## src/rtl/hufd_ram.sv

```systemverilog
// Generic single-write, single-read RAM with registered read data.
// No dependencies.
module hufd_ram #(
    parameter int WIDTH = 8,
    parameter int DEPTH = 16
) (
    input  logic                     clk,
    input  logic                     we,
    input  logic [$clog2(DEPTH)-1:0] waddr,
    input  logic [WIDTH-1:0]         wdata,
    input  logic                     re,
    input  logic [$clog2(DEPTH)-1:0] raddr,
    output logic [WIDTH-1:0]         rdata
);
    logic [WIDTH-1:0] mem [DEPTH];

    always_ff @(posedge clk)
    begin
        if (we)
        begin
            mem[waddr] <= wdata;
        end
        if (re)
        begin
            rdata <= mem[raddr];
        end
    end
endmodule

```

## config.mk

```make
export PLATFORM = sky130hd
export DESIGN_NAME = hufd_ram
export DESIGN_NICKNAME = d
export VERILOG_FILES = /design/src/rtl/hufd_ram.sv
export SDC_FILE = /design/constraint.sdc
export NUM_CORES = 1
export LEC_CHECK = 0
export ABC_AREA = 0
export BUFFER_PORTS_ARGS = -buffer_cell sky130_fd_sc_hd__buf_4
export CAP_MARGIN = 30
export CORE_ASPECT_RATIO = 1.2
export CORE_MARGIN = 2
export CORE_UTILIZATION = 60
export DETAILED_ROUTE_END_ITERATION = 7
export GPL_TIMING_DRIVEN = 0
export PLACE_DENSITY_LB_ADDON = 0.1
export RECOVER_POWER = 25
export SYNTH_ARGS = -nofsm -noshare
export SYNTH_HDL_FRONTEND = slang
export SYNTH_SLANG_ARGS = --single-unit
export TNS_END_PERCENT = 5
```

## constraint.sdc

```tcl
create_clock -name clk -period 1.8 [get_ports clk]
set_input_delay 0.18 -clock clk [delete_from_list [all_inputs] [get_ports clk]]
set_output_delay 0.18 -clock clk [all_outputs]
set_load 0.02 [all_outputs]
```

== Yosys cells after proc, flatten, opt, wreduce, memory -nomap -nowiden ==
Memory sizes are Yosys's and may differ from the RTL's. A register that Yosys moved wholly into a read port is not among the register bits.
Index checks and enable logic that the tools add are counted.
Widths: inputs -> output; s select.

* Flip-flop bits (word level): 0
* Latch bits: 0
* Memory bits (writable): 128
* Bits in read-only memories: 0
* Input port bits: 19
* Output and inout port bits: 8
* Word-level logic and storage cells: 3
* Memories: 1

* Add/subtract/negate cells: 0
* Multiply operators: 0
* Divide/modulo/power cells: 0
* $lt $le $gt $ge: 0
* Equality and inequality tests: 0
* Shifts and indexed selects: 0
* Mux-type cells: 2
* Bitwise operators: 0
* Reduce and logical (&&, ||, !) cells: 0

{| class="wikitable"
|+ Memories
! name !! depth !! width !! read ports !! clocked after memory_dff !! write ports !! line !! source
|-
| mem || 16 || 8 || 1 || 1 || 1 || 15 || <nowiki>logic [WIDTH-1:0] mem [DEPTH];</nowiki>
|}

{| class="wikitable"
|+ Operators by type and width
! cell !! number
|-
| $mux 1 || 2
|}

== Depth between registers and ports, before layout ==
* Depth in word-level cells: 2
* Mapped depth: 5
* Depth with buffers taken out: 3

== Worst setup path after synthesis ==
Ideal clock, no wire load.

* Path kind: input port to flip-flop
* Start: input waddr[2]
* End: memory mem[0][0], enable pin
* Library setup time: 0.383 ns
* Data arrival time: 1.290 ns
* Data required time: 1.417 ns
* Path slack: 0.127 ns
* Stages: 2
* Buffers on the path: 0
* Cell sequence: or3b_2 > nor3_1

{| class="wikitable"
|+ RTL lines
! element !! line !! source
|-
| from (decl) || 9 || <nowiki>input logic [$clog2(DEPTH)-1:0] waddr,</nowiki>
|-
| to (decl) || 15 ||
|}

Straight into the memory's write port.

==> results.md <==
- Count of boundary I/O pins: 27
- Summed negative setup slack over all endpoints: 0 ns
- Cts bufs inserted: 17
- Total Wirelength: 9590 microns
- Cell type contributing the most total cell area after synthesis: edfxtp_1
- Arrival time worst endpoint: ~1.9 ns
- Result of the run: complete, no violations
- WHS Endpoint: mem[8][4]
- Share of cells above drive strength 1: a little over a quarter
- Final #Nets: ~300
- Number of instances in the synthesized netlist: approximately 230
- Mapped Avg Cell Area: 22.8 sq um
- Shortest clock period the worst path allows after layout: 1.61 ns
- Vias in the first global route: 2,556
- Yosys synthesis warning count: 0
- Count of H-tree levels built during CTS: 4
- Floorplan die width: 89.2 microns
- Power density over cell area: between 1000 and 1500 mW/mm^2
- Number of failing hold endpoints at the final stage: 0
- Count of clock tree sinks: 136
- Max cap viols: 0
- First-pass GRT wire length: 14,700 microns
- Final critical-path share of the clock period: 89.5%
- Number of nets produced by synthesis: 248
- Number of antenna violations at the first check in global routing: 0
- Post-CTS setup buffer count: 0
- Leakage power figure: 2.07 nW
- Clk_skew: 0.00687 ns
- Setup violators final: 0
- Antenna diode instance count: 0
- Detailed Place HPWL: between 6000 and 7000 microns
- Largest net degree at the start of global routing: 17
- Yosys cell types: 18
- Layout filler cell count: 544
- Placement Rows: 37
- Classification of the worst-slack hold path: in -> reg
- First-pass iteration count of the detailed router: 4
- Main synth FF type: edfxtp_1
- Transition at the pin with the smallest max-transition slack: approximately 0.84 ns
- Average wire length per cell after detail routing: 23.2 microns
- Die Y-Extent: 106 microns
- Synth-to-Final Area Change: 17.9%
- Highest ir drop seen on vdd: 0.000845 V
- Residual antenna-violating net count after detailed routing: 0
- Core ar.: about 0.0085 sq mm
- Source of the worst hold timing path: waddr[0]
- Final RePlAce weighted congestion: 0.877
- WS Path Type: reg -> reg
- Critical Path End Type: register
- Fin. max-slew vios: 0
- Area of all sequential standard cells: 0.00408 sq mm
- Startpoint type of the worst setup path: register
- Pwr Total: 7.05 mW
- GRT Overall Usage: 23.1%
- Clock root buffer: clkbuf_8
- Leading cell type in the layout, fill and taps excluded: edfxtp_1
- Max FO, Critical Path: 1
- Worst Hold Depth: 2
- Proportion of netlist area held by the largest area contributor: approximately four fifths
- # port buffers: 25
- Drt initial violations: between 200 and 300
- Area used by multi-input combinational logic: 0.00106 sq mm
- Path depth of the worst reg2reg path: 3
- Die area: 0.00948 sq mm
- Synth Cell Area: 0.00523 sq mm
- Total DRC errors in the routed layout: 0
- CTS tree: done
- Vias per inst: 5.94
- Buffers from clock root to sink, at most: 2
- Remaining global-route overflow: 0
- Effective utilization at floorplan: between 60% and 70%
- Seq/Total Area, Yosys: 78.1%
- Reg-to-Reg End: rdata[3]
- Total via count after detailed routing: ~2,500
- Top achievable clock speed: 621 MHz
- Number of enable flip-flop cells after synthesis: 136
- CTS clock-pin slew for the worst setup and hold paths: ~0.06 ns
- FF-to-FF setup slack: 0.19 ns
- FFs w/ async S/R, synth: 0%
- Worst slew margin relative to its limit: 44.1%
- Worst path required time: around 2 ns
- Setup repair after global routing missed its margin: no
- Insertion delay of the later-clocked pin in the worst-skew pair: 0.52 ns
- Number of synthesized register bits: 136
- Launch instance of the worst register-to-register path: mem[1][3]
- Top library cells by usage in the layout, fill and taps aside: 136 x edfxtp_1, 22 x buf_4, 18 x mux4_2
- Most area-consuming cells after synthesis: edfxtp_1 78%, mux4_2 7.8%, mux4_1 7.0%
[routing by layer]
| metal | GRT usage (%) | part of all wire [%] |
|---|---|---|
| met1 | 31.3 | 40 |
| met2 | 35.3 | 52 |
| met3 | 9.01 | 6.4 |
| met4 | 7.14 | 1.3 |
| met5 | 0 | 0 |
[Yosys cell counts (all sizes together), types with 2 or more instances]
cell / number
mux4: 32
a22oi: 16
nor2: 13
nand2: 9
buf: 7
nor3: 4
nand2b: 2
nand3b: 2
clkdlybuf4s25: 3
edfxtp: 136
[flip-flops by register name, indices dropped and copies added, names as in the netlist]
signal / cells
mem: 128
rdata: 8
[cell type report]
type	instances	share of cell area [%]
buffer	10	1.40
clock buffer	18	6.78
clock inverter	13	1.83
multi-input combinational	83	17.2
sequential	136	66.2
tap	117	2.37
timing repair buffer	36	4.22
[cell families after synthesis]
family / share of synthesized area (%)
DFF: 78.1
and+or+nand+nor: 3.14
muxes: 14.8
AOI/OAI and AO/OA: 2.30
buffers and inverters: 1.65
[through the flow]
| stage | worst slack (ns) | std cells | hold WS (ns) | area [sq um] | utilization [%] |
|---|---|---|---|---|---|
| floorplan | 0.127 | 229 | 0.279 | 5230 | - |
| global placement | -0.420 | 371 | 0.468 | 5560 | 65.3 |
| detailed placement | -0.102 | 375 | 0.464 | 5590 | 65.6 |
| CTS | 0.209 | 413 | 0.00871 | 6190 | 72.6 |
| global route | 0.115 | 413 | 0.0373 | 6160 | 72.4 |
| finish | 0.189 | 413 | 0.0506 | 6160 | 72.4 |
[power breakdown]
group          leakage, nW  total, mW  internal (mW)  switching [mW]
Combinational        0.568      0.377          0.162           0.215
Sequential            1.24       3.59           3.57          0.0158
Clock                0.264       3.09           1.92            1.16
[worst max path at each step]
stage	startpoint	end	slack, ns	cells past startpoint
floorplan	waddr[2]	mem[0][0]	0.13	2
global placement	waddr[2]	mem[0][3]	-0.42	3
detailed placement	waddr[2]	mem[0][3]	-0.10	4
CTS	mem[1][3]	rdata[3]	0.21	3
global route	mem[1][3]	rdata[3]	0.11	3
finish	mem[1][3]	rdata[3]	0.19	3
[worst max-delay path, stage by stage, from the launching register on]
cell and delay (ns):
edfxtp_1 0.35, mux4_1 0.58, a22oi_1 0.34, nand2_1 0.08
[what timing repair did]
item	4_1_cts	5_1_grt
hold buffers	7	0
hold endpoints to repair	104	0
gates resized for setup	0	0
Power figures use the tool's default switching activity.
