### src/rtl/hufd_pkg.sv
// Package for the Huffman tree-walk decoder: payload and node types,
// mode and register codes, node table sizing and index helpers.
// No dependencies.
package hufd_pkg;

    // Node table size; the table is addressed with NODE_AW bits.
    localparam int NODE_COUNT = 512;
    localparam int NODE_AW    = $clog2(NODE_COUNT);

    localparam int NIDX_W  = 9;
    localparam int SYM_W   = 8;
    localparam int BYTE_W  = 8;
    localparam int CNT_W   = $clog2(BYTE_W + 1);
    localparam int BITS_W  = 32;
    localparam int CFG_IDX_W  = 2;
    localparam int CFG_DATA_W = 32;

    localparam logic [1:0] MODE_LOAD    = 2'd0;
    localparam logic [1:0] MODE_DECODE  = 2'd1;
    localparam logic [1:0] MODE_RESTART = 2'd2;

    localparam logic [CFG_IDX_W-1:0] CFG_ROOT_NODE  = 2'd0;
    localparam logic [CFG_IDX_W-1:0] CFG_TOTAL_BITS = 2'd1;

    typedef struct packed {
        logic [1:0]        mode;
        logic [BYTE_W-1:0] data_byte;
        logic [NIDX_W-1:0] node_index;
        logic [NIDX_W-1:0] left_child;
        logic [NIDX_W-1:0] right_child;
        logic              is_leaf;
        logic [SYM_W-1:0]  leaf_symbol;
    } hufd_in_t;

    typedef struct packed {
        logic [SYM_W-1:0] symbol;
        logic             last;
        logic             stream_done;
    } hufd_out_t;

    // One node table entry, 27 bits.
    typedef struct packed {
        logic              is_leaf;
        logic [NIDX_W-1:0] left;
        logic [NIDX_W-1:0] right;
        logic [SYM_W-1:0]  symbol;
    } hufd_node_t;

    localparam int NODE_W = $bits(hufd_node_t);

    // Node table access from the walker.
    typedef struct packed {
        logic               we;
        logic [NODE_AW-1:0] waddr;
        hufd_node_t         wdata;
        logic               re;
        logic [NODE_AW-1:0] raddr;
    } hufd_ram_req_t;

    // Walker to result stage.
    typedef struct packed {
        logic             push;
        logic             flush;
        logic [SYM_W-1:0] symbol;
        logic             done;
    } hufd_emit_t;

    // Result stage to walker.
    typedef struct packed {
        logic hold;
    } hufd_ostat_t;

    function automatic logic [NODE_AW-1:0] node_addr(input logic [NIDX_W-1:0] idx);
        logic [NIDX_W+NODE_AW-1:0] wide;
        wide = {{NODE_AW{1'b0}}, idx};
        return wide[NODE_AW-1:0];
    endfunction

    function automatic logic node_in_range(input logic [NIDX_W-1:0] idx);
        logic [NIDX_W+NODE_AW:0] wide;
        logic [NIDX_W+NODE_AW:0] limit;
        wide  = {{(NODE_AW+1){1'b0}}, idx};
        limit = (NIDX_W + NODE_AW + 1)'(NODE_COUNT);
        return wide < limit;
    endfunction

endpackage

### src/rtl/hufd_out_stage.sv
// Result stage: one pending symbol, so the last flag can be set at the end
// of a byte, followed by the output register. Depends on hufd_pkg.
module hufd_out_stage (
    input  logic                  clk,
    input  logic                  rst_n,
    input  hufd_pkg::hufd_emit_t  emit,
    output hufd_pkg::hufd_ostat_t ostat,
    output logic                  result_valid,
    input  logic                  result_stall,
    output hufd_pkg::hufd_out_t   result
);
    import hufd_pkg::*;

    logic             pend_valid_reg, pend_valid_next;
    logic [SYM_W-1:0] pend_sym_reg, pend_sym_next;
    logic             pend_done_reg, pend_done_next;
    logic             out_valid_reg, out_valid_next;
    hufd_out_t        out_reg, out_next;
    logic             out_busy;
    logic             move;

    always_comb
    begin
        pend_valid_next = pend_valid_reg;
        pend_sym_next   = pend_sym_reg;
        pend_done_next  = pend_done_reg;
        out_valid_next  = out_valid_reg;
        out_next        = out_reg;

        out_busy = out_valid_reg && result_stall;
        move     = pend_valid_reg && !out_busy && (emit.push || emit.flush);

        ostat.hold = pend_valid_reg && out_busy;

        // Drain the output register first, then refill it from the pending slot.
        if (out_valid_reg && !result_stall)
        begin
            out_valid_next = 1'b0;
        end
        if (move)
        begin
            out_next       = '{symbol: pend_sym_reg, last: emit.flush,
                               stream_done: pend_done_reg};
            out_valid_next = 1'b1;
        end

        if (emit.push)
        begin
            pend_valid_next = 1'b1;
            pend_sym_next   = emit.symbol;
            pend_done_next  = emit.done;
        end
        else if (move)
        begin
            pend_valid_next = 1'b0;
        end
    end

    always_ff @(posedge clk or negedge rst_n)
    begin
        if (!rst_n)
        begin
            pend_valid_reg <= 1'b0;
            pend_sym_reg   <= '0;
            pend_done_reg  <= 1'b0;
            out_valid_reg  <= 1'b0;
            out_reg        <= '0;
        end
        else
        begin
            pend_valid_reg <= pend_valid_next;
            pend_sym_reg   <= pend_sym_next;
            pend_done_reg  <= pend_done_next;
            out_valid_reg  <= out_valid_next;
            out_reg        <= out_next;
        end
    end

    assign result_valid = out_valid_reg;
    assign result       = out_reg;
endmodule

### config.mk
export PLATFORM = sky130hd
export DESIGN_NAME = hufd_out_stage
export DESIGN_NICKNAME = d
export VERILOG_FILES = /design/src/rtl/hufd_pkg.sv /design/src/rtl/hufd_out_stage.sv
export SDC_FILE = /design/constraint.sdc
export NUM_CORES = 1
export LEC_CHECK = 0
export BUFFER_PORTS_ARGS = -buffer_cell sky130_fd_sc_hd__buf_2
export CAP_MARGIN = 20
export CORE_MARGIN = 3
export CORE_UTILIZATION = 35
export DETAILED_ROUTE_END_ITERATION = 7
export PLACE_DENSITY = 0.6
export SLEW_MARGIN = 20
export SYNTH_ARGS = -nofsm -noshare
export SYNTH_HDL_FRONTEND = slang
export SYNTH_SLANG_ARGS = --single-unit
### constraint.sdc
create_clock -name clk -period 1.3 [get_ports clk]
set_input_delay 0.26 -clock clk [delete_from_list [all_inputs] [get_ports clk]]
set_output_delay 0.26 -clock clk [all_outputs]
set_load 0.05 [all_outputs]
# Word level (Yosys, flattened, before mapping)
# Index checks and enable logic that the tools add are counted.
word_totals:
  regBits: 21
  out_inout_bits: 12
  input_bits: 14
  wordCells: 21
classes:
  n_reduce_logical: 10
  mux: 4
ops:
  columns: ["op", "n"]
  rows:
  - ["1-bit logical AND", 5]
  - ["1-bit 2-to-1 mux", 4]
  - ["2-bit nonzero test", 2]
  - ["1-bit zero test", 2]
  - ["1-bit logical OR", 1]

# Depth between registers and ports, before layout
logic_depth:
  ltp_word: 6
  ltp_mapped: 4
  mapped_depth_nobuf: 3

# Least setup slack after synthesis
# Ideal clock, no wire load.
synth_timing:
  kind: "flip-flop to output port"
  startpoint: "register out_valid_reg (netlist: result_valid)"
  endpoint: "output ostat"
  path_buffers: 0
  t_arrival_ns: 1.430
  t_required_ns: 1.040
  setup_slack_ns: -0.390
  stages_incl_launch_ff: 3
  cell_sequence: "dfrtp_1 -> nand2_1 -> nor2_1"
synth_between:
  elab_chain_cells: 2
synth_rtl:
  columns: ["item", "line_no", "rtl"]
  rows:
  - ["from (decl)", "hufd_out_stage.sv:17", "logic out_valid_reg, out_valid_next;"]
  - ["from (signal assigned)", "hufd_out_stage.sv:74", "out_valid_reg <= out_valid_next;"]
  - ["1-bit logical AND", "hufd_out_stage.sv:30", "out_busy = out_valid_reg && result_stall;"]
  - ["1-bit logical AND", "hufd_out_stage.sv:33", "ostat.hold = pend_valid_reg && out_busy;"]
  - ["to (decl)", "hufd_out_stage.sv:7", "output hufd_pkg::hufd_ostat_t ostat,"]
# No other way between the ends.

# Worst setup path after layout
# Ends and elaborated chain as after synthesis.

==> impl_metrics.ini <==
[die]
initial_utilization_pct = 37.1
ios = 26
core_mm2 = 0.00223
die_area_mm2 = 0.00299
die_w_um = 54.7
num_rows = 17
die_h_um = 54.7

[place]
numPortBuffers = 25
dpl_cell_area_mm2 = 0.00100
routabilityCongestion = 0.666
hpwl_um = 1030
post-place-ws_ns = 0.102

[power_and_ir_drop]
ir_drop_uv = 791
leakage_nw = 0.513
power_mw = 1.83
powerDensity_mw_per_mm2 = 1740

[worst_setup_path]
crit_slowest_cell = dfrtp_2
r2r-end = result[6]
path_cells = nand2_2, nor2_4, buf_6
startpoint = result_valid
rrSetupSlack_ns = 0.10
cp_top_family = flip-flops
r2r.worst_path.cells = 4
crit_path_max_fanout = 3
crit_type = reg2out
crit_buf_inv = 1
cpPeakStageDelay_ns = 0.40
cp.required_ns = 1.04
r2r_start = pend_valid_reg
worstSetupEndpointType = primary output
timing.critical_path.from_type = register
cp.arrival_ns = 1.00

[logic_synthesis]
syn_area_per_cell_um2 = 16.9
synthDistinctLibCells = 11
synth-seq-area-share_pct = 63.3
synth_warnings = 0
ys_ff_latch = 21
syn-cell-area_um2 = 830
syn-num-nets = 63
syn_inst = 49

[grt]
track_usage_pct = 11.2
grt_antenna_before_repair = 0
grt_pass1_wl_um = 2240
grt_max_degree = 22
grt-ovfl-total = 0
grt_pass1_vias = 512

[worst_hold_path]
hp-class = in2reg
worstHoldEndpoint = pend_done_reg
worstHoldStart = emit[0]
hold_depth = 2

[routing]
wl_per_cell_um = 12.9
drt_iter0_drc = 3
drcViolationCount = 0
vias = 479
firstDrtPassIters = 2
viasPerCell = 4.44
ant_nets = 0
wl_um = 1390

[sta]
min_period_over_period_pct = 97.0
rsz0062_at_grt = yes
setup_ws_ns = 0.0390
maxSlewViolCount = 0
min_period_ns = 1.26
max_freq_mhz = 793
relSlewSlack_pct = 69.5
fin_skew_ns = 0.00862
setup_viol_count_final = 0
timing.hold.ws_ns = 0.164
tightest_slew_ns = 0.458
hold_viol_final = 0

[finish]
fin_util_pct = 47.1
drive_above_1_share_pct = 58.8
final_cell_mix = 24 x buf_2, 20 x dfrtp_1, 10 x mux2_1
largest_reg_flops = 10
design_area_mm2 = 0.00105
final_common_cell = buf_2
num_antenna_cells = 0
syn_to_final_growth_pct = 26.7
nNetsFinal = 95

[clocking]
clockRootBuffer = clkbuf_4
cts.sinks = 21
clockBufferDepth = 2
post_cts_buffers = 0
clkTransAtPathRegs_ns = 0.11
cts_tree = done
insertion_delay_ns = 0.30
cts_made_buffers = 3
cts.htree.levels = 1

[outcome]
status = complete, no violations

[job]
cap_viol_max_count = 0
## through the flow
step / instances / setup TNS [ns]
detailed placement: 103 / 0
finish: 108 / 0
global route: 108 / -0.0297
floorplan: 49 / 0
global placement: 103 / 0
CTS: 108 / 0
## cells in the mapped netlist
| cell | n | area [µm²] |
|---|---|---|
| a21oi_2 | 1 | 8.76 |
| o21ai_2 | 1 | 8.76 |
| nand2_1 | 2 | 7.51 |
| buf_6 | 1 | 11.3 |
| mux2_1 | 10 | 113 |
| mux2_4 | 9 | 135 |
| o21bai_1 | 1 | 7.51 |
| dfrtp_1 | 21 | 526 |
| nor2_1 | 1 | 3.75 |
| buf_2 | 1 | 5.00 |
| inv_1 | 1 | 3.75 |
## repair_timing
action | CTS | global route
resized for setup | 4 | 0
hold endpoints to repair | 21 | 0
hold buffers | 1 | 0
endpoints found under the setup margin | 1 | 1
## worst max-delay path by stage
stage	end	slack (ns)	depth (start not counted)
after CTS	ostat	0.009	3
after global placement	result[6]	0.13	5
after detailed placement	result[6]	0.10	5
final	ostat	0.04	3
after floorplan	result[0]	0.005	3
after global routing	ostat	-0.03	3
## cell families (layout without fill, tap and decap cells)
logic type | after synthesis | after routing | synth area share (%)
flops | 21 | 21 | 63.3
simple gates | 3 | 3 | 1.36
mux | 19 | 19 | 29.9
buf+inv | 3 | 34 | 2.41
compound gates | 3 | 3 | 3.02
## layer usage
metal	vias up	part of all wire (%)	global-route usage (%)
met5	-	0	0
met4	0	2.2	8.71
met3	4	6.5	1.63
met2	16	45	16.9
met1	229	46	14.2
li1	230	-	-
## layout make-up
cell class / instances / area [µm²]
clock buffers: 3 / 22.5
clock inverters: 1 / 5.00
fillers: 215 / 1180
inverters: 1 / 3.75
multi-input cells: 25 / 294
flip-flops and latches: 21 / 527
well taps: 28 / 35.0
repair buffers: 29 / 164
## report_power, final
part           switching (mW)  leakage [nW]  internal (mW)  total [mW]
combinational           0.452         0.253          0.235       0.687
sequential             0.0668         0.243          0.772       0.839
clock                   0.186        0.0177          0.115       0.301
total                   0.705         0.513           1.12        1.83
(Power assumes the default switching activity.)
