--- src/rtl/hufd_pkg.sv ---
// Package for the Huffman tree-walk decoder: payload and node types,
// mode and register codes, node table sizing and index helpers.
// No dependencies.
package hufd_pkg;

    // Node table size; the table is addressed with NODE_AW bits.
    localparam int NODE_COUNT = 512;
    localparam int NODE_AW    = $clog2(NODE_COUNT);

    localparam int NIDX_W  = 9;
    localparam int SYM_W   = 8;
    localparam int BYTE_W  = 8;
    localparam int CNT_W   = $clog2(BYTE_W + 1);
    localparam int BITS_W  = 32;
    localparam int CFG_IDX_W  = 2;
    localparam int CFG_DATA_W = 32;

    localparam logic [1:0] MODE_LOAD    = 2'd0;
    localparam logic [1:0] MODE_DECODE  = 2'd1;
    localparam logic [1:0] MODE_RESTART = 2'd2;

    localparam logic [CFG_IDX_W-1:0] CFG_ROOT_NODE  = 2'd0;
    localparam logic [CFG_IDX_W-1:0] CFG_TOTAL_BITS = 2'd1;

    typedef struct packed {
        logic [1:0]        mode;
        logic [BYTE_W-1:0] data_byte;
        logic [NIDX_W-1:0] node_index;
        logic [NIDX_W-1:0] left_child;
        logic [NIDX_W-1:0] right_child;
        logic              is_leaf;
        logic [SYM_W-1:0]  leaf_symbol;
    } hufd_in_t;

    typedef struct packed {
        logic [SYM_W-1:0] symbol;
        logic             last;
        logic             stream_done;
    } hufd_out_t;

    // One node table entry, 27 bits.
    typedef struct packed {
        logic              is_leaf;
        logic [NIDX_W-1:0] left;
        logic [NIDX_W-1:0] right;
        logic [SYM_W-1:0]  symbol;
    } hufd_node_t;

    localparam int NODE_W = $bits(hufd_node_t);

    // Node table access from the walker.
    typedef struct packed {
        logic               we;
        logic [NODE_AW-1:0] waddr;
        hufd_node_t         wdata;
        logic               re;
        logic [NODE_AW-1:0] raddr;
    } hufd_ram_req_t;

    // Walker to result stage.
    typedef struct packed {
        logic             push;
        logic             flush;
        logic [SYM_W-1:0] symbol;
        logic             done;
    } hufd_emit_t;

    // Result stage to walker.
    typedef struct packed {
        logic hold;
    } hufd_ostat_t;

    function automatic logic [NODE_AW-1:0] node_addr(input logic [NIDX_W-1:0] idx);
        logic [NIDX_W+NODE_AW-1:0] wide;
        wide = {{NODE_AW{1'b0}}, idx};
        return wide[NODE_AW-1:0];
    endfunction

    function automatic logic node_in_range(input logic [NIDX_W-1:0] idx);
        logic [NIDX_W+NODE_AW:0] wide;
        logic [NIDX_W+NODE_AW:0] limit;
        wide  = {{(NODE_AW+1){1'b0}}, idx};
        limit = (NIDX_W + NODE_AW + 1)'(NODE_COUNT);
        return wide < limit;
    endfunction

endpackage

--- src/rtl/hufd_bit_walker.sv ---
// Bit-serial tree walker: config registers, coded-byte shift register,
// bit counter and node table sequencing. Depends on hufd_pkg.
module hufd_bit_walker (
    input  logic                               clk,
    input  logic                               rst_n,
    input  logic                               item_valid,
    output logic                               item_stall,
    input  hufd_pkg::hufd_in_t                 item,
    input  logic                               cfg_valid,
    output logic                               cfg_ready,
    input  logic [hufd_pkg::CFG_IDX_W-1:0]     cfg_index,
    input  logic [hufd_pkg::CFG_DATA_W-1:0]    cfg_data,
    output hufd_pkg::hufd_ram_req_t            ram_req,
    input  hufd_pkg::hufd_node_t               ram_rdata,
    output hufd_pkg::hufd_emit_t               emit,
    input  hufd_pkg::hufd_ostat_t              ostat
);
    import hufd_pkg::*;

    typedef enum logic [2:0] {S_IDLE, S_ROOT, S_WALK, S_STEP, S_FLUSH} state_t;

    state_t              state_reg, state_next;
    logic [NIDX_W-1:0]   root_reg, root_next;
    logic [BITS_W-1:0]   total_reg, total_next;
    logic [NIDX_W-1:0]   walk_reg, walk_next;
    logic [BITS_W-1:0]   bits_done_reg, bits_done_next;
    logic [BYTE_W-1:0]   shift_reg, shift_next;
    logic [CNT_W-1:0]    cnt_reg, cnt_next;
    logic                pend_rd_reg, pend_rd_next;
    logic                rd_ok_reg, rd_ok_next;
    logic [NIDX_W-1:0]   child_reg, child_next;
    hufd_node_t          root_entry_reg, root_entry_next;
    hufd_node_t          cur_entry_reg, cur_entry_next;

    hufd_node_t          rd_e;
    hufd_node_t          base;
    logic [NIDX_W-1:0]   walk_now;
    logic [NIDX_W-1:0]   nidx;
    logic                leaf_hit;
    logic                step_hold;
    logic                more;
    logic                item_acc;

    always_comb
    begin
        state_next      = state_reg;
        root_next       = root_reg;
        total_next      = total_reg;
        walk_next       = walk_reg;
        bits_done_next  = bits_done_reg;
        shift_next      = shift_reg;
        cnt_next        = cnt_reg;
        pend_rd_next    = pend_rd_reg;
        rd_ok_next      = rd_ok_reg;
        child_next      = child_reg;
        root_entry_next = root_entry_reg;
        cur_entry_next  = cur_entry_reg;
        ram_req         = '0;
        emit            = '0;

        item_stall = (state_reg != S_IDLE);
        cfg_ready  = (state_reg == S_IDLE);
        item_acc   = item_valid && !item_stall;

        // Entries past the table end read as an inner node with zero children.
        rd_e      = rd_ok_reg ? ram_rdata : '0;
        leaf_hit  = pend_rd_reg && rd_e.is_leaf;
        step_hold = leaf_hit && ostat.hold;
        base      = pend_rd_reg ? (rd_e.is_leaf ? root_entry_reg : rd_e) : cur_entry_reg;
        walk_now  = pend_rd_reg ? (rd_e.is_leaf ? root_reg : child_reg) : walk_reg;
        more      = (cnt_reg != '0) && (bits_done_reg < total_reg);
        nidx      = shift_reg[BYTE_W-1] ? base.right : base.left;

        if (cfg_valid && cfg_ready)
        begin
            unique case (cfg_index)
                CFG_ROOT_NODE:
                begin
                    root_next = cfg_data[NIDX_W-1:0];
                    walk_next = cfg_data[NIDX_W-1:0];
                end
                CFG_TOTAL_BITS:
                begin
                    total_next = cfg_data[BITS_W-1:0];
                end
                default:
                begin
                end
            endcase
        end

        unique case (state_reg)
            S_IDLE:
            begin
                if (item_acc)
                begin
                    unique case (item.mode)
                        MODE_LOAD:
                        begin
                            ram_req.we    = node_in_range(item.node_index);
                            ram_req.waddr = node_addr(item.node_index);
                            ram_req.wdata = '{is_leaf: item.is_leaf,
                                              left:    item.left_child,
                                              right:   item.right_child,
                                              symbol:  item.leaf_symbol};
                        end
                        MODE_DECODE:
                        begin
                            shift_next  = item.data_byte;
                            cnt_next    = CNT_W'(BYTE_W);
                            ram_req.re    = 1'b1;
                            ram_req.raddr = node_addr(root_reg);
                            rd_ok_next  = node_in_range(root_reg);
                            state_next  = S_ROOT;
                        end
                        MODE_RESTART:
                        begin
                            bits_done_next = '0;
                            walk_next      = root_reg;
                        end
                        default:
                        begin
                        end
                    endcase
                end
            end
            S_ROOT:
            begin
                // Cache the root entry, then fetch the node the walk stands on.
                root_entry_next = rd_e;
                ram_req.re      = 1'b1;
                ram_req.raddr   = node_addr(walk_reg);
                rd_ok_next      = node_in_range(walk_reg);
                state_next      = S_WALK;
            end
            S_WALK:
            begin
                cur_entry_next = rd_e;
                pend_rd_next   = 1'b0;
                state_next     = S_STEP;
            end
            S_STEP:
            begin
                if (!step_hold)
                begin
                    emit.push      = leaf_hit;
                    emit.symbol    = rd_e.symbol;
                    emit.done      = (bits_done_reg >= total_reg);
                    walk_next      = walk_now;
                    cur_entry_next = base;
                    if (more)
                    begin
                        ram_req.re     = 1'b1;
                        ram_req.raddr  = node_addr(nidx);
                        rd_ok_next     = node_in_range(nidx);
                        child_next     = nidx;
                        bits_done_next = bits_done_reg + BITS_W'(1);
                        shift_next     = {shift_reg[BYTE_W-2:0], 1'b0};
                        cnt_next       = cnt_reg - CNT_W'(1);
                        pend_rd_next   = 1'b1;
                    end
                    else
                    begin
                        pend_rd_next = 1'b0;
                        state_next   = S_FLUSH;
                    end
                end
            end
            S_FLUSH:
            begin
                emit.flush = 1'b1;
                if (!ostat.hold)
                begin
                    state_next = S_IDLE;
                end
            end
            default:
            begin
                state_next = S_IDLE;
            end
        endcase
    end

    always_ff @(posedge clk or negedge rst_n)
    begin
        if (!rst_n)
        begin
            state_reg      <= S_IDLE;
            root_reg       <= '0;
            total_reg      <= '0;
            walk_reg       <= '0;
            bits_done_reg  <= '0;
            shift_reg      <= '0;
            cnt_reg        <= '0;
            pend_rd_reg    <= 1'b0;
            rd_ok_reg      <= 1'b0;
            child_reg      <= '0;
            root_entry_reg <= '0;
            cur_entry_reg  <= '0;
        end
        else
        begin
            state_reg      <= state_next;
            root_reg       <= root_next;
            total_reg      <= total_next;
            walk_reg       <= walk_next;
            bits_done_reg  <= bits_done_next;
            shift_reg      <= shift_next;
            cnt_reg        <= cnt_next;
            pend_rd_reg    <= pend_rd_next;
            rd_ok_reg      <= rd_ok_next;
            child_reg      <= child_next;
            root_entry_reg <= root_entry_next;
            cur_entry_reg  <= cur_entry_next;
        end
    end
endmodule

--- config.mk ---
export PLATFORM = sky130hd
export DESIGN_NAME = hufd_bit_walker
export DESIGN_NICKNAME = d
export VERILOG_FILES = /design/src/rtl/hufd_pkg.sv /design/src/rtl/hufd_bit_walker.sv
export SDC_FILE = /design/constraint.sdc
export NUM_CORES = 1
export LEC_CHECK = 0
export ABC_AREA = 1
export BUFFER_PORTS_ARGS = -buffer_cell sky130_fd_sc_hd__buf_2
export CORE_MARGIN = 4
export CORE_UTILIZATION = 56
export DETAILED_ROUTE_END_ITERATION = 7
export GPL_TIMING_DRIVEN = 0
export PLACE_DENSITY_LB_ADDON = 0.25
export SKIP_CTS_REPAIR_TIMING = 1
export SYNTH_ARGS = -nofsm -noshare
export SYNTH_HDL_FRONTEND = slang
export SYNTH_SLANG_ARGS = --single-unit
--- constraint.sdc ---
create_clock -name clk -period 2.4 [get_ports clk]
set_input_delay 0.24 -clock clk [delete_from_list [all_inputs] [get_ports clk]]
set_output_delay 0.24 -clock clk [all_outputs]
set_load 0.01 [all_outputs]
; Word-level counts from Yosys, hierarchy flattened
; Index checks and enable logic that the tools add are counted.
[op_classes]
order_cmp = 2
n_mux = 55
multipliers = 0
reduce_logical = 22
n_addsub = 2
n_shift = 0
bitwise = 1
n_eq_ne = 15
n_div = 0
[ops]
columns = cell, count
row1 = 32-bit 2-to-1 mux, 4
row2 = 9-bit 2-to-1 mux, 10
row3 = 26-bit 2-to-1 mux, 3
row4 = 37-bit 2-to-1 mux, 2
row5 = 32-bit one-hot mux with 2 select lines, 1
row6 = 26-bit one-hot mux with 2 select lines, 1
row7 = 47-bit 2-to-1 mux, 1
row8 = "32-bit by 1-bit adder with 32-bit output, second input constant", 1
row9 = 32-bit greater-or-equal comparator, 1
row10 = 32-bit < comparator, 1
row11 = 8-bit 2-to-1 mux, 4
row12 = 10-bit 2-to-1 mux, 3
row13 = 10-bit one-hot mux with 3 select lines, 1
row14 = 27-bit 2-to-1 mux, 1
row15 = 5-bit AND reduction, 4
row16 = 9-bit one-hot mux with 2 select lines, 1
row17 = 4-bit 2-to-1 mux, 4
row18 = 8-bit one-hot mux with 2 select lines, 1
row19 = 3-bit 2-to-1 mux, 5
row20 = 3-bit one-hot mux with 5 select lines, 1
row21 = 1-bit 2-to-1 mux, 9
row22 = "2-bit != test, second input constant", 4
row23 = 4-bit one-hot mux with 2 select lines, 1
row24 = "3-bit by 2-bit == test with 1-bit output, second input constant", 2
row25 = 19 further kinds, 31
[totals]
elab_cells = 112
rom_bits = 0
latchBits = 0
ramBits = 0
memories = 0
regBits = 152
input_bits = 112
out_inout_bits = 60

; Depth between registers and ports, before layout
; Gate-level depths: netlist of the first run.
[logic_depth]
ltp_word = 7
mapped_depth = 18
mapped_depth_nobuf = 17

; Least setup slack after synthesis of the first run
; No wires, ideal clock.
[synth_timing]
path_type = flip-flop to output port
startpoint = register bits_done_reg[27]
endpoint = output port ram_req[0] in the netlist's numbering
setup_slack_ns = 0.339
required_time_ns = 2.160
arrival_ns = 1.821
path_stages_with_launch = 11
path_buffers = 1
cell_sequence = dfrtp_1 ha_1 a21o_1 o21ai_1 nand2_1 a21oi_2 nand3_2 nor2_4 buf_6 nand2_1 nand2_1
[synth_rtl]
columns = item, line_no
row1 = start: declaration, hufd_bit_walker.sv:26  ; logic [BITS_W-1:0] bits_done_reg, bits_done_next;
row2 = start signal: assignment, hufd_bit_walker.sv:207  ; bits_done_reg <= bits_done_next;
row3 = end: declaration, hufd_bit_walker.sv:13  ; output hufd_pkg::hufd_ram_req_t ram_req,

==> metrics.md, run 1 <==
| Metric | Value |
|---|---|
| Max_slew headroom | about 55% |
| Area leader, netlist | dfrtp_1 |
| Die footprint | 0.01783 sq mm |
| Diodes inserted | 0 |
| R2R Setup Slk | approximately 0.07 ns |
| Count leader, synth | nand2_1 |
| Crit Path Class | flip-flop to output port |
| Util after Layout | 74.40% |
| Unrepaired setup endpoints after global routing | yes |
| VDD IR max | between 0.0006 and 0.0007 V |
| Final instance area | roughly 0.011 sq mm |
| WP data arrival | between 2 and 3 ns |
| R2R Path End | cnt_reg[1] |
| Initial antenna violation count | 0 |
| Synthesized netlist cell count | ~1200 |
| Area grow syn2layout | 29.14% |
| Synthesized Nets | approximately 1400 |
| Crit path capture type | output port |
| Synth Register Bits | between 100 and 150 |
| Power Density | between 1000 and 1500 mW/mm^2 |
| Startpoint Class | flip-flop |
| CP Max Fanout | 8 |
| Fmax | about 0.35 GHz |
| Outcome | finished, violations left |
| Syn Area/Cell | approximately 7.2 sq um |
| Starting DRT DRC Count | just under 1000 |
| Die width | approximately 130 um |
| Switching power | around 5.3 mW |
| Fill cells | ~1200 |
| Detailed Place HPWL | 18780 um |
| Fin crit share | 117.8% |
| Port bufs | roughly 170 |
| Crit path capture | ram_req[4] |
| CTS Buf Count | 17 |
| H-Tree Depth | 4 |
| Row cnt | 45 |
| First-pass GRT wire length | between 40000 and 50000 um |
| Failing checks | negative setup slack |
| Synth area leaders | dfrtp_1, nand2_1, nor2_1 |
| Synth top area share | between 40% and 50% |
| Final slew viol count | 0 |
| CP startpoint | bits_done_reg[19] |
| CTS tree | built |
| Clock Latency Late Sink | roughly 0.43 ns |
| Main synth FF type | dfrtp_1 |
| CTS Sinks | ~140 |
| Worst hold path type | input port to flip-flop |
| Top cells by count, synth | nand2_1, nor2_1, inv_1, dfrtp_1, o21ai_0 |
| Int Power | 7.173 mW |
| RePlAce Congestion | about 0.96 |
| RR Startpoint | bits_done_reg[19] |
| Flop pwr share | a little under a third |
| CTS Buffer Depth | 2 |
| Final ANT Viol Nets | 0 |
| Initial Utilization | between 50% and 60% |
| Netlist Area Pre-Place | 0.008823 sq mm |
| WL/cell | ~16 um |
| Combinational power share | a little under half |
| GRT overflow | 0 |
| Number of synthesized flops with an enable pin | 0 |
| Synth Warn # | 0 |
| Pleak | 6.162 nW |
| # setup viols final | 11 |
| Area after DPL | approximately 0.01 sq mm |
| Worst Path Required | between 2 and 2.5 ns |
| Worst-path clk slew | ~0.06 ns |
| Root Buffer | clkbuf_16 |
| Setup Skew | ~0.009 ns |
| Largest net degree at the start of global routing | 76 |
| Async S/R FF share, synth | 100.0% |
| Slew at the pin with the worst max-slew slack | roughly 0.67 ns |
| Synth unique cells | 46 |
| Final wirelength | approximately 27000 um |
| Tmin final | between 2 and 3 ns |
| Final worst slack | -0.4269 ns |
| Max-cap viol count | 0 |
| Global Route Usage Sum | between 20% and 30% |
| Die Ht | roughly 130 um |
| Via count | 9253 |
| Final hold violation count | 0 |
| Final #Nets | ~1600 |
| Vias/cell | ~5.5 |
| Switching Share | about 43% |
| Share of layout cells above drive strength 1 | between 20% and 30% |
| Residual DRC count | 0 |
| First-pass DRT Iterations | 5 |
| Core ar. | between 0.015 and 0.02 sq mm |
| Vias in the first global route | roughly 8600 |
| Reg2Reg Depth | 13 |
| Num ports | between 150 and 200 |
| Sequential area share after synthesis | between 40% and 50% |
| Clk pwr share | roughly a fifth |
worst max-delay path, stage by stage, from the launching register on:
cell and delay [ns]:
dfrtp_2 0.42, ha_4 0.25, nand2_2 0.06, inv_2 0.04, nand2_1 0.07, nand2_1 0.06, nand2_1 0.12, nand2_2 0.09
a21oi_4 0.25, nand3_4 0.13, nor2_4 0.22, buf_8 0.18, nand2_2 0.08, nand2_1 0.06, buf_2 0.12
worst min-delay path by stage:
stage,cells past startpoint,start,slack (ns),end
detailed placement,1,rst_n,0.29,total_reg[16]
finish,3,cfg_data[20],0.06,total_reg[20]
CTS,1,rst_n,-0.16,total_reg[16]
global placement,2,shift_reg[0],0.45,shift_reg[0]
floorplan,0,rst_n,-0.06,bits_done_reg[0]
global route,3,cfg_data[20],0.06,total_reg[20]
layout by cell type, fill, tap and decap left out, types with 6 or more instances in the layout:
master | netlist | layout
nor3_1 | 23 | 23
nor2_4 | 5 | 7
inv_2 | 3 | 16
nand3_1 | 66 | 64
buf_6 | 7 | 16
buf_2 | 15 | 176
xor2_1 | 7 | 7
a21oi_1 | 68 | 62
nor2_1 | 165 | 161
o2111ai_1 | 6 | 6
o21ai_0 | 77 | 75
ha_4 | 0 | 18
nand2_2 | 4 | 19
a21o_1 | 8 | 8
clkbuf_1 | 19 | 16
nand2_4 | 4 | 14
nand4_1 | 10 | 10
a21oi_2 | 2 | 7
a22oi_1 | 14 | 14
clkbuf_16 | 0 | 17
inv_1 | 147 | 134
dfrtp_1 | 144 | 128
xnor2_1 | 7 | 7
ha_1 | 35 | 17
dfrtp_2 | 0 | 16
buf_4 | 6 | 48
nand2_1 | 348 | 323
cells by family after synthesis:
logic type	Yosys count	synth area share [%]
compound gates	194	12.61
fa+ha+maj	35	4.963
simple gates	642	30.50
mux	1	0.1276
buf+inv	200	9.572
xor+xnor	14	1.390
flops	144	40.84
cell type report:
type                       count  area (sq um)  area share (%)
clock inverter                10         110.1          0.9663
sequential                   144          3623           31.80
buffer                        48         292.8           2.569
timing repair buffer         216          1276           11.20
inverter                     151         566.8           4.974
clock buffer                  21         470.5           4.129
tap                          211         264.0           2.317
multi-input combinational    886          4791           42.04
stage by stage:
step / total power [mW] / hold WS [ns] / worst slack, ns / cells / setup TNS (ns)
final: 12.49 / 0.05889 / -0.4269 / 1687 / -4.198
after floorplan: 7.415 / -0.05559 / 0.3388 / 1230 / 0
after CTS: 11.69 / -0.1576 / -0.7556 / 1644 / -7.499
after detailed placement: 9.039 / 0.2903 / -0.2504 / 1613 / -1.514
after global placement: 8.814 / 0.4535 / -1.008 / 1612 / -144.95
after global routing: 13.36 / 0.05956 / -0.5133 / 1687 / -5.213
power by group through the flow:
| stage | logic [mW] | clock network (mW) | registers (mW) |
|---|---|---|---|
| after floorplan | 3.69 | 0 | 3.73 |
| after global placement | 5.01 | 0 | 3.81 |
| after detailed placement | 5.19 | 0 | 3.85 |
| after CTS | 5.22 | 2.65 | 3.82 |
| after global routing | 6.66 | 2.76 | 3.94 |
| final | 6.00 | 2.63 | 3.86 |
routing by layer:
| metal | vias up | global-route usage, % | share of wire [%] |
|---|---|---|---|
| li1 | 4397 | - | - |
| met1 | 4323 | 37.37 | 41 |
| met4 | 0 | 10.91 | 2.7 |
| met5 | - | 0 | 0 |
| met2 | 464 | 46.05 | 48 |
| met3 | 69 | 6.458 | 8.2 |
Note: power is estimated with default switching activity, not from simulation.
==> run 2: changes to the inputs <==
PLACE_DENSITY = 0.89   (was unset)
PLACE_DENSITY_LB_ADDON = unset   (was 0.25)
==> run 2 against run 1 <==
The flow finishes with violations (design-rule violations, negative setup slack). First-iteration DRC count grew 9.7%. Flip-flop and latch count unchanged. Register-to-register slack improved by 0.02 ns. Global-route usage is 0.17 points higher. Non-clock buffer count is 3 higher. Clock-buffer cell count decreased by 1. Wire length grew 5.3%. Worst hold slack worse by 0.0068 ns. Clock power rose by 7%. Total power increased by 3.3%. Clock skew down 0.0017 ns. Die area stayed put. Critical path type unchanged.
==> metrics.md, run 2 (synthesized netlist as in run 1, its figures left out) <==
| Metric | Value |
|---|---|
| Outcome | finished, violations left (unchanged) |
| Failing checks | design-rule violations, negative setup slack (was negative setup slack) |
| Final worst slack | -0.4565 ns (was -0.4269 ns) |
| Crit Path Class | flip-flop to output port (unchanged) |
| Clock Latency Late Sink | 0.43 ns (about the same) |
| Fin crit share | 119.0% (was 117.8%) |
| Port bufs | 171 (unchanged) |
| Startpoint Class | flip-flop (unchanged) |
| Area grow syn2layout | 30.13% (was 29.14%) |
| Fmax | 0.3501 GHz (was 0.3537 GHz) |
| Multi-input logic area | 0.004805 sq mm (was 0.004791 sq mm) |
| CTS Buf Count | 17 (unchanged) |
| Setup Skew | 0.007298 ns (was 0.009003 ns) |
| WL/cell | 16.73 um (was 15.91 um) |
| RePlAce Congestion | 0.9598 (was 0.9601) |
| H-Tree Depth | 4 (unchanged) |
| Die width | 133.5 um (unchanged) |
| Worst-path clk slew | 0.06 ns (about the same) |
| GRT overflow | 0 (unchanged) |
| Initial antenna violation count | 1 (was 0) |
| CTS Sinks | 144 (unchanged) |
| Vias in the first global route | 8590 (was 8596) |
| Tmin final | 2.856 ns (was 2.827 ns) |
| Via count | 9613 (was 9253) |
| CTS Buffer Depth | 2 (unchanged) |
| Global Route Usage Sum | 28.60% (was 28.43%) |
| Starting DRT DRC Count | 1088 (was 992) |
| Num ports | 172 (unchanged) |
| First-pass DRT Iterations | 8 (was 5) |
| Crit path capture type | output port (unchanged) |
| Max incr delay on CP | 0.36 ns (was 0.42 ns) |
| Vias/cell | 5.688 (was 5.485) |
| Worst Path Required | 2.16 ns (about the same) |
| CTS tree | built (unchanged) |
| Max-cap viol count | 0 (unchanged) |
| CP cell instances | inv_1 > ha_4 > a21oi_2 > o21a_1 > nand2_2 > a21oi_4 > nand3_4 > nor2_4 > buf_12 > nand2_4 > nand2_4 > buf_6 (was ha_4 > nand2_2 > inv_2 > nand2_1 > nand2_1 > nand2_1 > nand2_2 > a21oi_4 > nand3_4 > nor2_4 > buf_8 > nand2_2 > nand2_1 > buf_2) |
| Detailed Place HPWL | 18610 um (was 18780 um) |
| Slowest stage cell, crit path | dfrtp_1 (was dfrtp_2) |
| Commonest non-fill, non-tap cells in the layout | nand2_1, buf_2, nor2_1 (unchanged) |
| Finished Layout Cells | 1690 (was 1687) |
| VDD IR max | 0.0006887 V (was 0.0006692 V) |
| Pleak | 6.229 nW (was 6.162 nW) |
| Die footprint | 0.01783 sq mm (unchanged) |
| Placed cells | 1613 (unchanged) |
| Final slew viol count | 0 (unchanged) |
| Fin Hold WS | 0.05205 ns (was 0.05889 ns) |
| Largest net degree at the start of global routing | 103 (was 76) |
| Initial Utilization | 57.61% (unchanged) |
| WP data arrival | 2.62 ns (was 2.59 ns) |
| CP most frequent cell | nand2_4 (was nand2_1) |
| Core ar. | 0.01531 sq mm (unchanged) |
| Area after DPL | 0.009977 sq mm (unchanged) |
| Die Ht | 133.5 um (unchanged) |
| Final ANT Viol Nets | 0 (unchanged) |
| Row cnt | 45 (unchanged) |
| Fill cells | 1096 (was 1216) |
| First-pass GRT wire length | 41260 um (was 41170 um) |
| Diodes inserted | 0 (unchanged) |
| Final instance area | 0.01148 sq mm (was 0.01139 sq mm) |
| Unrepaired setup endpoints after global routing | yes (unchanged) |
| Final wirelength | 28270 um (was 26840 um) |
| Power Density | 1124 mW/mm^2 (was 1096 mW/mm^2) |
| Final #Nets | 1614 (was 1611) |
| Max_slew headroom | 54.01% (was 55.19%) |
| CP Max Fanout | 7 (was 8) |
| Slew at the pin with the worst max-slew slack | 0.6898 ns (was 0.6722 ns) |
| Final hold violation count | 0 (unchanged) |
| Residual DRC count | 12 (was 0) |
| Sequential Area | 0.003627 sq mm (was 0.003623 sq mm) |
| Root Buffer | clkbuf_16 (unchanged) |
| # setup viols final | 11 (unchanged) |
| Design Power | 12.91 mW (was 12.49 mW) |
| Most common cell after layout, fill and taps aside | nand2_1 (unchanged) |
| Worst hold path type | input port to flip-flop (unchanged) |
| Share of layout cells above drive strength 1 | 27.05% (was 26.90%) |
## run 2: changes by cell type in the layout (fill, tap and decap cells not counted), moves of 2 or more
cell	change
nand2_4	+4
buf_4	+3
dfrtp_1	-3
dfrtp_2	+3
nand2_1	-3
a21oi_1	+2
a21oi_2	-2
bufinv_16	+2
clkbuf_1	+2
clkbuf_2	-2
## run 2: path summary, 6_finish.rpt
kind | from | to | slack (ns) | cells after the start
setup / recovery | total_reg[23] | ram_req[0] | -0.46 | 12
hold / removal | cfg_data[21] | total_reg[21] | 0.05 | 3
setup reg to reg | total_reg[23] | cnt_reg[1] | 0.09 | 10
hold reg to reg | shift_reg[5] | shift_reg[5] | 0.47 | 2
max in group asynchronous | rst_n | bits_done_reg[5] | 1.22 | 3
min in group asynchronous | rst_n | total_reg[24] | 0.31 | 2
## run 2: cell type report
cell class                 instances  area share (%)
tap                              211           2.299
clock buffer                      20           3.977
multi-input combinational        886           41.84
inverter                         151           4.936
sequential                       144           31.59
timing repair buffer             219           11.37
buffer                            48           2.572
clock inverter                    11           1.417
## run 2: stage by stage
step / util, % / setup TNS [ns] / setup slack [ns]
3_3_place_gp: 64.93 / -137.26 / -0.9559
6_report: 74.98 / -4.322 / -0.4565
4_1_cts: 69.19 / -7.022 / -0.6943
5_1_grt: 74.98 / -5.117 / -0.5396
3_5_place_dp: 65.15 / -1.513 / -0.1812
2_1_floorplan: - / 0 / 0.3388
## run 2: power by group
part / internal [mW] / total [mW] / switching (mW)
sequential: 3.37 / 3.88 / 0.512
clock: 1.78 / 2.82 / 1.04
combinational: 2.24 / 6.21 / 3.97
total: 7.39 / 12.9 / 5.52
## run 2: critical path: cells and delay by family (launching register included)
family / cells / cell delay, ns
AOI/OAI and AO/OA: 3 / 0.57
adders and majority gates: 1 / 0.23
buffers and inverters: 3 / 0.40
DFF: 1 / 0.36
and+or+nand+nor: 5 / 0.62
## run 2: metal layers
| metal | vias to the layer above | share of wire [%] | track usage, % |
|---|---|---|---|
| li1 | 4410 | - | - |
| met1 | 4428 | 38 | 36.27 |
| met2 | 652 | 48 | 47.29 |
| met3 | 121 | 9.9 | 5.967 |
| met4 | 2 | 4.9 | 12.97 |
| met5 | - | 0.067 | 0 |
==> run 3: changes to the inputs <==
ABC_AREA = unset   (was 1)
==> run 3 against run 2 <==
The run still ends with design-rule violations, negative setup slack left. Largest cell class unchanged. Clock skew rose by 0.0066 ns. Register-to-register slack got worse by 0.70 ns. Die area shrank 2.8%. Worst hold slack worse by 0.027 ns. Highest routed layer is now met4. Clock-buffer cell count rose by 5.
==> metrics.md, run 3 <==
| Metric | Value |
|---|---|
| Synth unique cells | 70 (was 46) |
| First-pass DRT Iterations | 8 (unchanged) |
| Worst hold path type | input port to flip-flop (unchanged) |
| Max-cap viol count | 0 (unchanged) |
| Levels on crit path | 11 (was 12) |
| Area after DPL | 0.009852 sq mm (was 0.009977 sq mm) |
| Row cnt | 44 (was 45) |
| Share of layout cells above drive strength 1 | 38.89% (was 27.05%) |
| WL/cell | 23.64 um (was 16.73 um) |
| Family with the most delay on the worst path | compound AO/OA/AOI/OAI gates (was simple AND/OR/NAND/NOR gates) |
| Die footprint | 0.01733 sq mm (was 0.01783 sq mm) |
| Area grow syn2layout | 38.62% (was 30.13%) |
| Placed cells | 1290 (was 1613) |
| Initial Utilization | 58.04% (was 57.61%) |
| CTS Buf Count | 17 (unchanged) |
| Port bufs | 171 (unchanged) |
| Worst-path clk slew | 0.06 ns (about the same) |
| Startpoint Class | flip-flop (unchanged) |
| CP bufs+invs | 4 (was 3) |
| Synth top area share | 42.08% (was 40.84%) |
| Synthesized netlist cell count | 934 (was 1230) |
| Slowest stage cell, crit path | dfrtp_2 (was dfrtp_1) |
| Commonest non-fill, non-tap cells in the layout | buf_2, dfrtp_1, nand2_1 (was nand2_1, buf_2, nor2_1) |
| Crit Path Class | flip-flop to output port (unchanged) |
| Final slew viol count | 0 (unchanged) |
| Synthesized Nets | 1081 (was 1377) |
| CTS Sinks | 144 (unchanged) |
| Final hold violation count | 0 (unchanged) |
| Pleak | 5.683 nW (was 6.229 nW) |
| Final wirelength | 32860 um (was 28270 um) |
| WP data arrival | 3.08 ns (was 2.62 ns) |
| R2R Setup Slk | -0.61 ns (was 0.09 ns) |
| Max_slew headroom | 43.77% (was 54.01%) |
| H-Tree Depth | 4 (unchanged) |
| Final instance area | 0.01187 sq mm (was 0.01148 sq mm) |
| Root Buffer | clkbuf_16 (unchanged) |
| CP Max Fanout | 6 (was 7) |
| RR Startpoint | bits_done_reg[6] (was total_reg[23]) |
| Die Ht | 131.7 um (was 133.5 um) |
| Synth Warn # | 0 (unchanged) |
| Top cells by count, synth | dfrtp_1, nand2_1, a21oi_1, nor2_1, and2_1 (was nand2_1, nor2_1, inv_1, dfrtp_1, o21ai_0) |
| Die width | 131.7 um (was 133.5 um) |
| Unrepaired setup endpoints after global routing | yes (unchanged) |
| Count leader, synth | dfrtp_1 (was nand2_1) |
| Reg2Reg Depth | 12 (was 10) |
| CP most frequent cell | buf_6 (was nand2_4) |
| # setup viols final | 110 (was 11) |
| Netlist Area Pre-Place | 0.008563 sq mm (was 0.008823 sq mm) |
| Clock Latency Late Sink | 0.45 ns (was 0.43 ns) |
| Synth area leaders | dfrtp_1, nand2_1, ha_1 (was dfrtp_1, nand2_1, nor2_1) |
| R2R Path End | child_reg[6] (was cnt_reg[1]) |
| Synth Register Bits | 144 (unchanged) |
| Main synth FF type | dfrtp_1 (unchanged) |
| VDD IR max | 0.0008613 V (was 0.0006887 V) |
| Detailed Place HPWL | 18580 um (was 18610 um) |
| Tmin final | 3.325 ns (was 2.856 ns) |
| Syn Area/Cell | 9.168 sq um (was 7.174 sq um) |
| Crit path capture type | output port (unchanged) |
| Finished Layout Cells | 1390 (was 1690) |
| Area leader, netlist | dfrtp_1 (unchanged) |
| Worst Path Required | 2.16 ns (about the same) |
| Vias in the first global route | 8441 (was 8590) |
| GRT overflow | 0 (unchanged) |
| Setup Skew | 0.01385 ns (was 0.007298 ns) |
| Async S/R FF share, synth | 100.0% (unchanged) |
| Final ANT Viol Nets | 0 (unchanged) |
| Final worst slack | -0.9247 ns (was -0.4565 ns) |
| Slew at the pin with the worst max-slew slack | 0.8435 ns (was 0.6898 ns) |
| Fin crit share | 138.5% (was 119.0%) |
| Outcome | finished, violations left (unchanged) |
| Failing checks | design-rule violations, negative setup slack (unchanged) |
| Starting DRT DRC Count | 1707 (was 1088) |
| CP cell instances | ha_4 > a41oi_2 > o21ai_2 > a221o_1 > buf_4 > o31ai_4 > buf_6 > nand2_2 > buf_6 > nand3_1 > buf_2 (was inv_1 > ha_4 > a21oi_2 > o21a_1 > nand2_2 > a21oi_4 > nand3_4 > nor2_4 > buf_12 > nand2_4 > nand2_4 > buf_6) |
| Power Density | 1337 mW/mm^2 (was 1124 mW/mm^2) |
| CP startpoint | bits_done_reg[6] (was total_reg[23]) |
| Number of synthesized flops with an enable pin | 0 (unchanged) |
| Max incr delay on CP | 0.47 ns (was 0.36 ns) |
| Core ar. | 0.01475 sq mm (was 0.01531 sq mm) |
| CTS tree | built (unchanged) |
| Via count | 9548 (was 9613) |
| Global Route Usage Sum | 30.28% (was 28.60%) |
| Fmax | 0.3008 GHz (was 0.3501 GHz) |
| Crit path capture | ram_req[9] (was ram_req[0]) |
| CTS Buffer Depth | 2 (unchanged) |
| Initial antenna violation count | 0 (was 1) |
| Diodes inserted | 0 (unchanged) |
| Final #Nets | 1340 (was 1614) |
| RePlAce Congestion | 0.9164 (was 0.9598) |
| Residual DRC count | 1 (was 12) |
| Largest net degree at the start of global routing | 97 (was 103) |
| First-pass GRT wire length | 42500 um (was 41260 um) |
| Fill cells | 806 (was 1096) |
| Num ports | 172 (unchanged) |
| Most common cell after layout, fill and taps aside | buf_2 (was nand2_1) |
| Sequential area share after synthesis | 42.08% (was 40.84%) |
| Vias/cell | 6.869 (was 5.688) |
[run 3: changes by cell type in the layout (fill, tap and decap cells not counted), sizes merged, moves of 14 or more]
| cell | change |
|---|---|
| nand2 | -233 |
| a31oi | +25 |
| o21ai | -41 |
| a221o | +21 |
| and2 | +44 |
| clkbuf | +21 |
| inv | -106 |
| nor2 | -113 |
| mux2i | +18 |
| nand3 | -40 |
| a22oi | -14 |
| buf | +15 |
| a2bb2oi | +17 |
| mux2 | +38 |
[run 3: worst min-delay path by stage]
stage	startpoint	to	slack, ns	depth (start not counted)
after floorplan	rst_n	bits_done_reg[0]	-0.06	0
after global placement	root_entry_reg[23]	root_entry_reg[23]	0.46	2
after detailed placement	rst_n	total_reg[31]	0.21	1
after CTS	rst_n	total_reg[31]	-0.25	1
after global routing	cfg_data[24]	total_reg[24]	0.02	2
final	cfg_data[24]	total_reg[24]	0.02	2
[run 3: kinds of logic after synthesis]
kind of cell / after synthesis / share of synthesized area (%)
AOI/OAI and AO/OA: 244 / 19.52
and+or+nand+nor: 354 / 20.92
buffers and inverters: 100 / 5.129
muxes: 57 / 7.233
DFF: 144 / 42.08
adders and majority gates: 35 / 5.114
[run 3: layout make-up]
cell class | instances | area [sq um] | share of cell area, %
Buffer | 56 | 370.4 | 3.120
Multi-Input combinational cell | 690 | 5111 | 43.06
Clock buffer | 25 | 515.5 | 4.343
Sequential cell | 144 | 3630 | 30.58
Tap cell | 184 | 230.2 | 1.940
Inverter | 42 | 162.7 | 1.370
Clock inverter | 7 | 120.1 | 1.012
Timing Repair Buffer | 242 | 1730 | 14.58
[run 3: routing by layer]
layer | vias to the layer above | global-route usage [%] | part of all wire [%]
met5 | - | 0 | 0
met4 | 0 | 12.43 | 6.8
met3 | 265 | 9.633 | 14
met2 | 926 | 48.88 | 45
met1 | 4437 | 37.88 | 34
li1 | 3920 | - | -
[run 3: power by group]
part | internal (mW) | switching (mW)
logic | 3.57 | 5.19
registers | 3.46 | 0.745
clock network | 1.81 | 1.10
[run 3: metrics by stage]
stage / worst slack, ns / utilization [%] / setup TNS, ns / hold WS [ns] / total power [mW]
after floorplan: -0.09557 / - / -1.342 / -0.05559 / 8.833
after global placement: -0.9671 / 66.55 / -162.35 / 0.4596 / 10.65
after detailed placement: -0.5955 / 66.77 / -30.07 / 0.2099 / 10.93
after CTS: -1.078 / 71.08 / -57.66 / -0.2471 / 13.91
after global routing: -0.9905 / 80.45 / -40.31 / 0.02063 / 16.46
final: -0.9247 / 80.45 / -38.62 / 0.02455 / 15.87
